--- config.mk ---
export PLATFORM = sky130hd
export DESIGN_NAME = segment_table_translate_unit
export DESIGN_NICKNAME = d
export VERILOG_FILES = /design/src/rtl/stt_pkg.sv /design/src/rtl/stt_front.sv /design/src/rtl/stt_engine.sv /design/src/rtl/segment_table_translate_unit.sv
export SDC_FILE = /design/constraint.sdc
export NUM_CORES = 2
export LEC_CHECK = 0
export ABC_AREA = 1
export CORE_MARGIN = 1.5
export CORE_UTILIZATION = 45
export DETAILED_ROUTE_END_ITERATION = 10
export DONT_BUFFER_PORTS = 1
export SLEW_MARGIN = 15
export SYNTH_ARGS = -nofsm -noshare
export SYNTH_HDL_FRONTEND = slang
export SYNTH_SLANG_ARGS = --single-unit
export TNS_END_PERCENT = 50
--- constraint.sdc ---
create_clock -name clk -period 16.25 [get_ports clk]
set_clock_uncertainty 0.2 [all_clocks]
set_input_delay 0.8125 -clock clk [delete_from_list [all_inputs] [get_ports clk]]
set_output_delay 0.8125 -clock clk [all_outputs]
set_load 0.03 [all_outputs]
--- src/rtl/stt_pkg.sv ---
package stt_pkg;

  // Table geometry.
  localparam int MAX_SEGMENTS = 64;
  localparam int IDX_W        = $clog2(MAX_SEGMENTS);
  localparam int CNT_W        = $clog2(MAX_SEGMENTS + 1);

  // Command queue between the front and the engine.
  localparam int QUEUE_DEPTH = 2;
  localparam int QPTR_W      = $clog2(QUEUE_DEPTH);
  localparam int QCNT_W      = $clog2(QUEUE_DEPTH + 1);

  // Stream word widths.
  localparam int IN_TDATA_W  = 56;
  localparam int OUT_TDATA_W = 72;

  localparam logic [15:0] RANGE_EMPTY_LO = 16'hffff;
  localparam logic [15:0] RANGE_EMPTY_HI = 16'h0000;

  // Operation codes on the input word.
  localparam logic [1:0] OP_ADD   = 2'd0;
  localparam logic [1:0] OP_REG   = 2'd1;
  localparam logic [1:0] OP_TRANS = 2'd2;

  // Status codes on the result word.
  localparam logic [1:0] ST_DONE    = 2'd0;
  localparam logic [1:0] ST_DUP     = 2'd1;
  localparam logic [1:0] ST_FULL    = 2'd2;
  localparam logic [1:0] ST_UNKNOWN = 2'd3;

  typedef enum logic [1:0] {
    K_ADD   = 2'd0,
    K_REG   = 2'd1,
    K_TRANS = 2'd2,
    K_NOP   = 2'd3
  } kind_t;

  typedef struct packed {
    kind_t       kind;
    logic [15:0] segment;
    logic [15:0] offset;
    logic [19:0] linear_address;
  } cmd_t;

  typedef struct packed {
    logic [15:0] seg;
    logic [15:0] lo;
    logic [15:0] hi;
  } entry_t;

  typedef struct packed {
    logic             idle;
    logic [CNT_W-1:0] count;
  } eng_stat_t;

endpackage

--- src/rtl/stt_front.sv ---
module stt_front (
  input  logic                              clk,
  input  logic                              rst_n,
  input  logic                              in_tvalid,
  output logic                              in_tready,
  input  logic [stt_pkg::IN_TDATA_W-1:0]    in_tdata,
  input  logic [1:0]                        in_tuser,
  output logic                              cmd_valid,
  output stt_pkg::cmd_t                     cmd,
  input  logic                              cmd_pop
);

  stt_pkg::cmd_t                  q_mem [stt_pkg::QUEUE_DEPTH];
  logic [stt_pkg::QPTR_W-1:0]     wr_ptr_r, wr_ptr_nxt;
  logic [stt_pkg::QPTR_W-1:0]     rd_ptr_r, rd_ptr_nxt;
  logic [stt_pkg::QCNT_W-1:0]     fill_r, fill_nxt;
  stt_pkg::cmd_t                  dec;
  logic                           push;
  logic                           pop;

  // Sort the operation code into a command kind; the unused code becomes a no-op.
  always_comb begin
    dec.segment        = in_tdata[15:0];
    dec.offset         = in_tdata[31:16];
    dec.linear_address = in_tdata[51:32];
    case (in_tuser)
      stt_pkg::OP_ADD:   dec.kind = stt_pkg::K_ADD;
      stt_pkg::OP_REG:   dec.kind = stt_pkg::K_REG;
      stt_pkg::OP_TRANS: dec.kind = stt_pkg::K_TRANS;
      default:           dec.kind = stt_pkg::K_NOP;
    endcase
  end

  assign in_tready = (fill_r != stt_pkg::QCNT_W'(stt_pkg::QUEUE_DEPTH));
  assign push      = in_tvalid && in_tready;
  assign cmd_valid = (fill_r != '0);
  assign pop       = cmd_pop && cmd_valid;
  assign cmd       = q_mem[rd_ptr_r];

  always_comb begin
    wr_ptr_nxt = push ? wr_ptr_r + stt_pkg::QPTR_W'(1) : wr_ptr_r;
    rd_ptr_nxt = pop  ? rd_ptr_r + stt_pkg::QPTR_W'(1) : rd_ptr_r;
    fill_nxt   = fill_r;
    if (push && !pop) begin
      fill_nxt = fill_r + stt_pkg::QCNT_W'(1);
    end else if (pop && !push) begin
      fill_nxt = fill_r - stt_pkg::QCNT_W'(1);
    end
  end

  always_ff @(posedge clk) begin
    if (!rst_n) begin
      wr_ptr_r <= '0;
      rd_ptr_r <= '0;
      fill_r   <= '0;
    end else begin
      wr_ptr_r <= wr_ptr_nxt;
      rd_ptr_r <= rd_ptr_nxt;
      fill_r   <= fill_nxt;
    end
  end

  always_ff @(posedge clk) begin
    if (push) begin
      q_mem[wr_ptr_r] <= dec;
    end
  end

endmodule

--- src/rtl/stt_engine.sv ---
module stt_engine (
  input  logic                              clk,
  input  logic                              rst_n,
  input  logic                              cmd_valid,
  input  stt_pkg::cmd_t                     cmd,
  output logic                              cmd_pop,
  output logic                              out_tvalid,
  input  logic                              out_tready,
  output logic [stt_pkg::OUT_TDATA_W-1:0]   out_tdata,
  output logic [1:0]                        out_tuser,
  output stt_pkg::eng_stat_t                stat
);

  typedef enum logic [3:0] {
    S_IDLE  = 4'b0001,
    S_SCAN  = 4'b0010,
    S_SHIFT = 4'b0100,
    S_DONE  = 4'b1000
  } state_t;

  localparam int IW = stt_pkg::IDX_W;
  localparam int CW = stt_pkg::CNT_W;

  stt_pkg::entry_t mem [stt_pkg::MAX_SEGMENTS];
  stt_pkg::entry_t rdata_r;
  logic [IW-1:0]   rd_addr;
  logic            we;
  logic [IW-1:0]   wa;
  stt_pkg::entry_t wd;

  state_t          state_r, state_nxt;
  logic [CW-1:0]   count_r, count_nxt;
  logic [CW-1:0]   rd_idx_r, rd_idx_nxt;
  logic            dvld_r, dvld_nxt;
  logic [IW-1:0]   didx_r, didx_nxt;
  logic [IW-1:0]   pos_r, pos_nxt;
  logic [IW-1:0]   dst_r, dst_nxt;
  logic [15:0]     found_r, found_nxt;
  stt_pkg::cmd_t   cmd_r, cmd_nxt;

  logic [1:0]      res_status_r, res_status_nxt;
  logic [15:0]     res_seg_r, res_seg_nxt;
  logic [19:0]     res_ofs_r, res_ofs_nxt;
  logic [15:0]     res_lo_r, res_lo_nxt;
  logic [15:0]     res_hi_r, res_hi_nxt;

  logic            out_valid_r, out_valid_nxt;
  logic [1:0]      out_status_r;
  logic [15:0]     out_seg_r;
  logic [19:0]     out_ofs_r;
  logic [15:0]     out_lo_r;
  logic [15:0]     out_hi_r;
  logic            out_load;

  logic            full;
  logic            issue;
  logic [19:0]     base;
  logic [15:0]     new_lo;
  logic [15:0]     new_hi;

  assign full   = (count_r == CW'(stt_pkg::MAX_SEGMENTS));
  assign base   = {rdata_r.seg, 4'b0000};
  assign new_lo = (cmd_r.offset < rdata_r.lo) ? cmd_r.offset : rdata_r.lo;
  assign new_hi = (cmd_r.offset > rdata_r.hi) ? cmd_r.offset : rdata_r.hi;

  always_comb begin
    state_nxt      = state_r;
    count_nxt      = count_r;
    rd_idx_nxt     = rd_idx_r;
    dvld_nxt       = dvld_r;
    didx_nxt       = didx_r;
    pos_nxt        = pos_r;
    dst_nxt        = dst_r;
    found_nxt      = found_r;
    cmd_nxt        = cmd_r;
    res_status_nxt = res_status_r;
    res_seg_nxt    = res_seg_r;
    res_ofs_nxt    = res_ofs_r;
    res_lo_nxt     = res_lo_r;
    res_hi_nxt     = res_hi_r;
    rd_addr        = rd_idx_r[IW-1:0];
    we             = 1'b0;
    wa             = didx_r;
    wd             = rdata_r;
    cmd_pop        = 1'b0;
    out_load       = 1'b0;
    issue          = 1'b0;
    out_valid_nxt  = out_valid_r && !out_tready;

    case (state_r)
      S_IDLE: begin
        if (cmd_valid) begin
          cmd_pop        = 1'b1;
          cmd_nxt        = cmd;
          rd_idx_nxt     = '0;
          dvld_nxt       = 1'b0;
          found_nxt      = '0;
          res_status_nxt = stt_pkg::ST_DONE;
          res_seg_nxt    = cmd.segment;
          res_ofs_nxt    = '0;
          res_lo_nxt     = '0;
          res_hi_nxt     = '0;
          if (cmd.kind == stt_pkg::K_NOP) begin
            res_seg_nxt = '0;
            state_nxt   = S_DONE;
          end else begin
            state_nxt = S_SCAN;
          end
        end
      end

      S_SCAN: begin
        // Reads stream out one entry a cycle; the compare sees each entry in the cycle after its read.
        issue = (rd_idx_r < count_r);
        if (issue) begin
          rd_idx_nxt = rd_idx_r + CW'(1);
          didx_nxt   = rd_idx_r[IW-1:0];
          dvld_nxt   = 1'b1;
        end else begin
          dvld_nxt = 1'b0;
        end

        if (dvld_r) begin
          case (cmd_r.kind)
            stt_pkg::K_ADD: begin
              if (rdata_r.seg >= cmd_r.segment) begin
                dvld_nxt = 1'b0;
                if (rdata_r.seg == cmd_r.segment) begin
                  res_status_nxt = stt_pkg::ST_DUP;
                  state_nxt      = S_DONE;
                end else if (full) begin
                  res_status_nxt = stt_pkg::ST_FULL;
                  state_nxt      = S_DONE;
                end else begin
                  pos_nxt   = didx_r;
                  dst_nxt   = count_r[IW-1:0];
                  state_nxt = S_SHIFT;
                end
              end
            end
            stt_pkg::K_REG: begin
              if (rdata_r.seg == cmd_r.segment) begin
                we         = 1'b1;
                wa         = didx_r;
                wd         = '{seg: rdata_r.seg, lo: new_lo, hi: new_hi};
                res_lo_nxt = new_lo;
                res_hi_nxt = new_hi;
                dvld_nxt   = 1'b0;
                state_nxt  = S_DONE;
              end
            end
            stt_pkg::K_TRANS: begin
              if (base > cmd_r.linear_address) begin
                res_seg_nxt = found_r;
                res_ofs_nxt = cmd_r.linear_address - {found_r, 4'b0000};
                dvld_nxt    = 1'b0;
                state_nxt   = S_DONE;
              end else begin
                found_nxt = rdata_r.seg;
              end
            end
            default: begin
              state_nxt = S_DONE;
            end
          endcase
        end else if (!issue) begin
          // Walked past the last entry without a stop.
          case (cmd_r.kind)
            stt_pkg::K_ADD: begin
              if (full) begin
                res_status_nxt = stt_pkg::ST_FULL;
                state_nxt      = S_DONE;
              end else begin
                pos_nxt   = count_r[IW-1:0];
                dst_nxt   = count_r[IW-1:0];
                state_nxt = S_SHIFT;
              end
            end
            stt_pkg::K_REG: begin
              res_status_nxt = stt_pkg::ST_UNKNOWN;
              state_nxt      = S_DONE;
            end
            stt_pkg::K_TRANS: begin
              res_seg_nxt = found_r;
              res_ofs_nxt = cmd_r.linear_address - {found_r, 4'b0000};
              state_nxt   = S_DONE;
            end
            default: begin
              state_nxt = S_DONE;
            end
          endcase
        end
      end

      S_SHIFT: begin
        // Move entries up one place, top first: read dst-1, write dst next cycle.
        if (dst_r > pos_r) begin
          rd_addr  = dst_r - IW'(1);
          didx_nxt = dst_r;
          dvld_nxt = 1'b1;
          dst_nxt  = dst_r - IW'(1);
        end else begin
          dvld_nxt = 1'b0;
        end

        if (dvld_r) begin
          we = 1'b1;
          wa = didx_r;
          wd = rdata_r;
        end else if (dst_r == pos_r) begin
          we        = 1'b1;
          wa        = pos_r;
          wd        = '{seg: cmd_r.segment, lo: stt_pkg::RANGE_EMPTY_LO,
                        hi: stt_pkg::RANGE_EMPTY_HI};
          count_nxt = count_r + CW'(1);
          state_nxt = S_DONE;
        end
      end

      S_DONE: begin
        if (!out_valid_r || out_tready) begin
          out_load      = 1'b1;
          out_valid_nxt = 1'b1;
          state_nxt     = S_IDLE;
        end
      end

      default: begin
        state_nxt = S_IDLE;
      end
    endcase
  end

  always_ff @(posedge clk) begin
    if (!rst_n) begin
      state_r     <= S_IDLE;
      count_r     <= '0;
      dvld_r      <= 1'b0;
      out_valid_r <= 1'b0;
    end else begin
      state_r     <= state_nxt;
      count_r     <= count_nxt;
      dvld_r      <= dvld_nxt;
      out_valid_r <= out_valid_nxt;
    end
  end

  always_ff @(posedge clk) begin
    rd_idx_r     <= rd_idx_nxt;
    didx_r       <= didx_nxt;
    pos_r        <= pos_nxt;
    dst_r        <= dst_nxt;
    found_r      <= found_nxt;
    cmd_r        <= cmd_nxt;
    res_status_r <= res_status_nxt;
    res_seg_r    <= res_seg_nxt;
    res_ofs_r    <= res_ofs_nxt;
    res_lo_r     <= res_lo_nxt;
    res_hi_r     <= res_hi_nxt;
    if (out_load) begin
      out_status_r <= res_status_r;
      out_seg_r    <= res_seg_r;
      out_ofs_r    <= res_ofs_r;
      out_lo_r     <= res_lo_r;
      out_hi_r     <= res_hi_r;
    end
  end

  // Segment table storage: one write port, one registered read port.
  always_ff @(posedge clk) begin
    if (we) begin
      mem[wa] <= wd;
    end
    rdata_r <= mem[rd_addr];
  end

  assign out_tvalid = out_valid_r;
  assign out_tuser  = out_status_r;
  assign out_tdata  = {4'b0000, out_hi_r, out_lo_r, out_ofs_r, out_seg_r};
  assign stat.idle  = (state_r == S_IDLE);
  assign stat.count = count_r;

endmodule

--- src/rtl/segment_table_translate_unit.sv ---
// Flow: an accepted word waits in the queue until the engine is idle; the engine walks the table
// (an unused code skips the walk) and registers the result word. An add that inserts then shifts
// entries up, starting where the search stopped. The engine works on one word at a time and may
// wait on out_tready; a two-word queue keeps taking input meanwhile, as long as it has room.
// Reset: synchronous, active-low rst_n empties the table and the queue; table contents
// are not cleared, since only entries below the fill count are ever read.
module segment_table_translate_unit (
  input  logic                              clk,
  input  logic                              rst_n,
  // Input word.
  input  logic                              in_tvalid,
  output logic                              in_tready,
  // in_tdata fields, lowest bit up: segment [15:0], offset [31:16],
  // linear_address [51:32], zero pad [55:52].
  input  logic [stt_pkg::IN_TDATA_W-1:0]    in_tdata,
  // in_tuser fields: operation [1:0].
  input  logic [1:0]                        in_tuser,
  // Result word.
  output logic                              out_tvalid,
  input  logic                              out_tready,
  // out_tdata fields, lowest bit up: result_segment [15:0], result_offset [35:16],
  // range_low [51:36], range_high [67:52], zero pad [71:68].
  output logic [stt_pkg::OUT_TDATA_W-1:0]   out_tdata,
  // out_tuser fields: status [1:0].
  output logic [1:0]                        out_tuser
);

  // The front decodes each input word into a command and holds it in a short
  // queue; the engine pops one command at a time, walks the sorted table one
  // entry per cycle, and parks its result in an output register so the next
  // command can start as soon as that register is free.

  logic               cmd_valid;
  stt_pkg::cmd_t      cmd;
  logic               cmd_pop;
  stt_pkg::eng_stat_t eng_stat;

  stt_front u_front (
    .clk       (clk),
    .rst_n     (rst_n),
    .in_tvalid (in_tvalid),
    .in_tready (in_tready),
    .in_tdata  (in_tdata),
    .in_tuser  (in_tuser),
    .cmd_valid (cmd_valid),
    .cmd       (cmd),
    .cmd_pop   (cmd_pop)
  );

  stt_engine u_engine (
    .clk        (clk),
    .rst_n      (rst_n),
    .cmd_valid  (cmd_valid),
    .cmd        (cmd),
    .cmd_pop    (cmd_pop),
    .out_tvalid (out_tvalid),
    .out_tready (out_tready),
    .out_tdata  (out_tdata),
    .out_tuser  (out_tuser),
    .stat       (eng_stat)
  );

  // The fill count never passes the table size.
  a_count_bound: assert property (@(posedge clk) disable iff (!rst_n)
    eng_stat.count <= stt_pkg::CNT_W'(stt_pkg::MAX_SEGMENTS))
    else $error("segment count exceeds table size");

  // The fill count only holds or grows by one.
  a_count_step: assert property (@(posedge clk) disable iff (!rst_n)
    1'b1 |=> (eng_stat.count == $past(eng_stat.count)) ||
             (eng_stat.count == $past(eng_stat.count) + stt_pkg::CNT_W'(1)))
    else $error("segment count changed by more than one");

  // A command leaves the queue only when the engine is idle.
  a_pop_idle: assert property (@(posedge clk) disable iff (!rst_n)
    cmd_pop |-> eng_stat.idle)
    else $error("command popped while engine busy");

  // A table-full result is only reported while the table is full.
  a_full_status: assert property (@(posedge clk) disable iff (!rst_n)
    (out_tvalid && (out_tuser == stt_pkg::ST_FULL)) |->
      (eng_stat.count == stt_pkg::CNT_W'(stt_pkg::MAX_SEGMENTS)))
    else $error("table full reported with free entries");

endmodule

# Yosys cells after proc, flatten, opt, wreduce, memory -nomap -nowiden
# Memories as Yosys holds them, arrays and structs flattened. A register that Yosys moved wholly into a read port is not among the register bits.
# Cells that the tools add are included.
# classes
n_addsub	8
multipliers	0
div	0
magnitude_cmp	6
eq_ne	40
shifts	0
n_mux	118
bitwise	2
reduce_logical	30
# op_table
cell	n
$mux W16	19
$mux W6	23
$pmux W16 S2	4
$mux W20	6
$mux W32	3
$mux W48	2
$pmux W48 S2	1
$mux W4	13
$pmux W20 S2	1
$mux W1	24
$pmux W6 S2	2
$gt A20 B20 Y1	1
$sub A20 B20 Y20	1
$mux W2	9
$eq A16 B16 Y1	1
$ge A16 B16 Y1	1
$gt A16 B16 Y1	1
$lt A16 B16 Y1	1
$ne A2 B1 Y1 const B	8
$ne A2 B2 Y1 const B	8
$pmux W4 S4	1
$ne A3 B3 Y1 const B	5
$add A7 B1 Y7 const B	2
$mux W7	2
37 further kinds	65
# word_totals
regBits	252
latchBits	0
mem_bits_rw	3180
romBits	0
input_bits	62
out_inout_bits	76
wordCells	232
mem_count	2
# mem_list
memory	depth	word_bits	rd	rd_ports_with_merged_regs	write_ports	line_no	rtl
u_engine.mem	64	48	1	1	1	stt_engine.sv:24	stt_pkg::entry_t mem [stt_pkg::MAX_SEGMENTS];
u_front.q_mem	2	54	1	1	1	stt_front.sv:13	stt_pkg::cmd_t q_mem [stt_pkg::QUEUE_DEPTH];

# Depth between registers and ports, before layout
# logic_depth
ltp_word	7
mapped_depth	21
depth_no_buf	18

# Modules after synthesis
# From an unflattened synthesis, not the netlist that was laid out.
# hier_totals
hier_cells	14507
area_unflattened_um2	152247.3
# by_module_without_submodules
module	instances	cells_each	area_each_um2	seq_area_each_um2
stt_engine	1	14300	147849.3	100526.4
stt_front	1	207	4398.0	3343.2

# Least setup slack after synthesis
# No wires, ideal clock.
# synth_timing
kind	reg2reg
start	register u_engine.state_r[3]
end	register u_engine.res_ofs_r[0], enable pin
setup_ns	0.519
arrival_ns	7.600
required_ns	15.531
setup_slack_ns	7.930
stages_incl_launch_ff	8
n_path_buf	0
synth_period_minus_slack_ns	8.320
cell_sequence	dfxtp_1 > nor2_1 > nand3_1 > a21oi_1 > inv_1 > nand2_1 > inv_1 > nor4_1
# synth_via
elab_chain_len	3
word_cells_on_any_way	9
classes_between	eq/ne: 7; reduce/logical: 2
# synth_rtl
element	line_no	rtl
from (decl)	stt_engine.sv:31	state_t state_r, state_nxt;
from (signal assigned)	stt_engine.sv:241	state_r <= state_nxt;
$eq A4 B2 Y1 / $eq A4 B1 Y1 (equally long branches)	n/a	
$ne A3 B3 Y1 (no line), or another cell as far along	n/a	
$reduce_and A6 Y1 (no line) (*)	n/a	
to (signal assigned)	stt_engine.sv:257	res_ofs_r <= res_ofs_nxt;
to (decl)	stt_engine.sv:43	logic [19:0] res_ofs_r, res_ofs_nxt;
# Every way passes the cells marked *; elsewhere a longest branch is shown, timed or not.
# A chain may end at the register's enable or synchronous reset.

# Final worst setup path
# layout_timing
start	register u_engine.dst_r[3]
end	register, netlist name u_engine.base[6]
# layout_via
elab_chain_len	3
word_cells_on_any_way	4
classes_between	add/sub: 1; order compare: 1; mux: 2
# layout_rtl
element	line_no	rtl
from (decl)	stt_engine.sv:37	logic [IW-1:0] dst_r, dst_nxt;
from (signal assigned)	stt_engine.sv:252	dst_r <= dst_nxt;
$sub A6 B1 Y6 / $gt A6 B6 Y1 (equally long branches)	stt_engine.sv:198, stt_engine.sv:197	
$mux W6 (*)	stt_engine.sv:197	if (dst_r > pos_r) begin
$mux W6 (*)	stt_engine.sv:90	case (state_r)
# Marks and branches as above.

==> results.toml <==
[clocking]
insertion_delay_ps = 960
cts-resized-gates = 0
clk_path_buf_depth = 4
numCtsBuffers = 366
clk_pin_slew_ps = 60
cts_root_buffer = "clkbuf_16"
cts.sinks = 3481
htreeDepth = 5
cts_tree = "yes"

[detailed_routing]
wl_per_cell_um = 23.6
drc = 0
viasPerCell = 5.32
drt-total-wl_um = 451000
ant_nets = 0
drt_first_pass_iters = 6
first_iter_violations = 12146
vias = 101656

[outcome]
status = "finished clean"

[layout]
fill_cells = 29222
fin_cells = 19104
area_delta_synth_final_pct = 11.7
layout_commonest_cell = "nand2_1"
layout_common_cells = "nand2_1, edfxtp_1, inv_1, nand3_1, clkbuf_16"
fin_nets = 14556
drive_gt1_share_pct = 6.59

[floorplan]
die_h_um = 583
placementRows = 212
initial_core_util_pct = 45.3
die_w_um = 583
core_area_um2 = 334000
io_pins = 138
dieArea_um2 = 340000

[worst_setup_path]
setup.reg_to_reg.worst_slack_ps = 9710
cp-start-kind = "register"
end_kind = "register"
cp_max_fo = 94
cp.arrival_ps = 7130
path_class = "register to register"
required_ps = 16840

[logic_synthesis]
syn_avg_cell_area_um2 = 10.5
ys_ff_latch = 3481
yosysWarnings = 0
synth_top_area_share_pct = 67.7
synthCells = 14438
synth_cell_types = 47
yosysSeqAreaShare_pct = 68.6
synth-async-reset-ratio_pct = 0
synth_area_um2 = 151000
synth.area.top_cells = "edfxtp_1, nand3_1, nand2_1, inv_1, buf_2"
synth_area_leader_cell = "edfxtp_1"
synthFlopType = "edfxtp_1"
synth_edf_count = 3415

[sta]
grt_setup_unrepaired = "false"
setup-violations-final = 0
maxSlewViolCount = 0
relSlewSlack_pct = 16.8
hold_violations = 0
tightest_slew_ps = 1250
fin_crit_ps = 6540
tns_ps = 0
max_freq_mhz = 153
finalCritPeriodShare_pct = 40.2

[pwr]
peakVddDrop_mv = 0.162
p_leak_nw = 70.9
finalPower_mw = 30.1
power_density_nw_per_um2 = 178

[run]
maxCapViolCount = 0

[hold_path]
hold_class = "input pin to register"

[global_route]
overflow = 0
grt_pass1_vias = 93489
grt_start_max_net_pins = 185
antenna_found_initial = 8
grt_usage_pct = 26.1
grt_pass1_wl_um = 648000

[place]
dp_hpwl_um = 234000
place_congestion = 0.870
portBuffers = 0
placed_cells = 18361
[Yosys cell counts, types with 11 or more instances]
library cell	number
inv_1	3061
nand3_1	3048
dfxtp_1	66
buf_4	11
o21bai_1	11
buf_2	496
clkbuf_1	165
nor2_1	165
a21oi_1	97
nand2_1	3461
mux2_2	54
o21ai_0	123
ha_1	95
nor3_1	25
edfxtp_1	3415
buf_1	49
[critical path: stages, from the launching register on]
cell and delay, ps:
edfxtp_1 470, ha_1 340, nand2_1 60, nor2_2 190, nand2_1 100, nand3_2 170
nand2_4 160, clkinv_2 230, nand2_1 140, o21ai_4 120, buf_4 690, buf_4 880
buf_12 560, buf_4 880, nand3_1 160, nand3_1 140, nand3_1 170, nand3_1 320
nand2_1 130
[metrics by stage]
stage               hold WS [ps]  worst slack (ps)  util [%]  cell area, um^2
finish                       147              9710      50.6           169000
global route                 154              9550      50.6           169000
CTS                          103              9850      50.6           169000
detailed placement           205              9850      46.9           157000
global placement             203              9910      46.9           157000
floorplan                    200              7930         -           151000
[area by class of cell]
| type | instances | area (um^2) | share of cell area (%) |
|---|---|---|---|
| Sequential cell | 3481 | 104000 | 61.4 |
| Multi-Input combinational cell | 7170 | 33700 | 19.9 |
| Inverter | 3067 | 11500 | 6.82 |
| Clock buffer | 496 | 9930 | 5.87 |
| Tap cell | 4387 | 5490 | 3.25 |
| Timing Repair Buffer | 312 | 2650 | 1.56 |
| Clock inverter | 185 | 1890 | 1.12 |
| Antenna cell | 6 | 15.0 | 0.00888 |
[power by group]
part	internal (mW)	switching (mW)
Sequential	11.5	0.309
Combinational	2.48	7.54
Clock	4.73	3.55
Total	18.7	11.4
[registers in the layout (all words and copies together), names as in the netlist, 20 cells and up, named ones only]
name / flops
u_engine.res_ofs_r: 20
u_engine.mem: 3072
u_engine.out_ofs_r: 20
u_engine.rdata_r: 32
u_engine.cmd_r: 54
u_front.q_mem: 108
[worst paths after layout]
kind,start,end,cells after the start
max,u_engine.dst_r[3],u_engine.base[6],18
min,in_tvalid,u_front.q_mem[0][42],2
max reg2reg,u_engine.dst_r[3],u_engine.base[6],18
min reg2reg,u_engine.res_hi_r[1],u_engine.out_hi_r[1],0
[layer usage]
| layer | global-route usage (%) | vias up | part of all wire [%] |
|---|---|---|---|
| met3 | 3.98 | 944 | 9.0 |
| li1 | - | 46935 | - |
| met1 | 36.0 | 49081 | 41 |
| met4 | 10.5 | 0 | 4.3 |
| met5 | 0 | - | 0 |
| met2 | 41.6 | 4696 | 46 |
[kinds of logic (layout without fill, tap and decap cells)]
family | Yosys count | in the layout | synth area share, %
DFF | 3481 | 3481 | 68.6
and+or+nand+nor | 6739 | 6739 | 19.3
AOI/OAI and AO/OA | 270 | 270 | 0.969
muxes | 54 | 54 | 0.402
adders and majority gates | 96 | 96 | 0.798
buffers and inverters | 3790 | 4060 | 9.84
other | 1 | 10 | 0.00248
xor gates and xnor gates | 7 | 7 | 0.0405
[repair_timing]
item | in CTS | in global routing
hold buffers | 56 | 0
endpoints found under the hold margin | 126 | 0
setup buffers | 0 | 0
(Power assumes the default switching activity.)
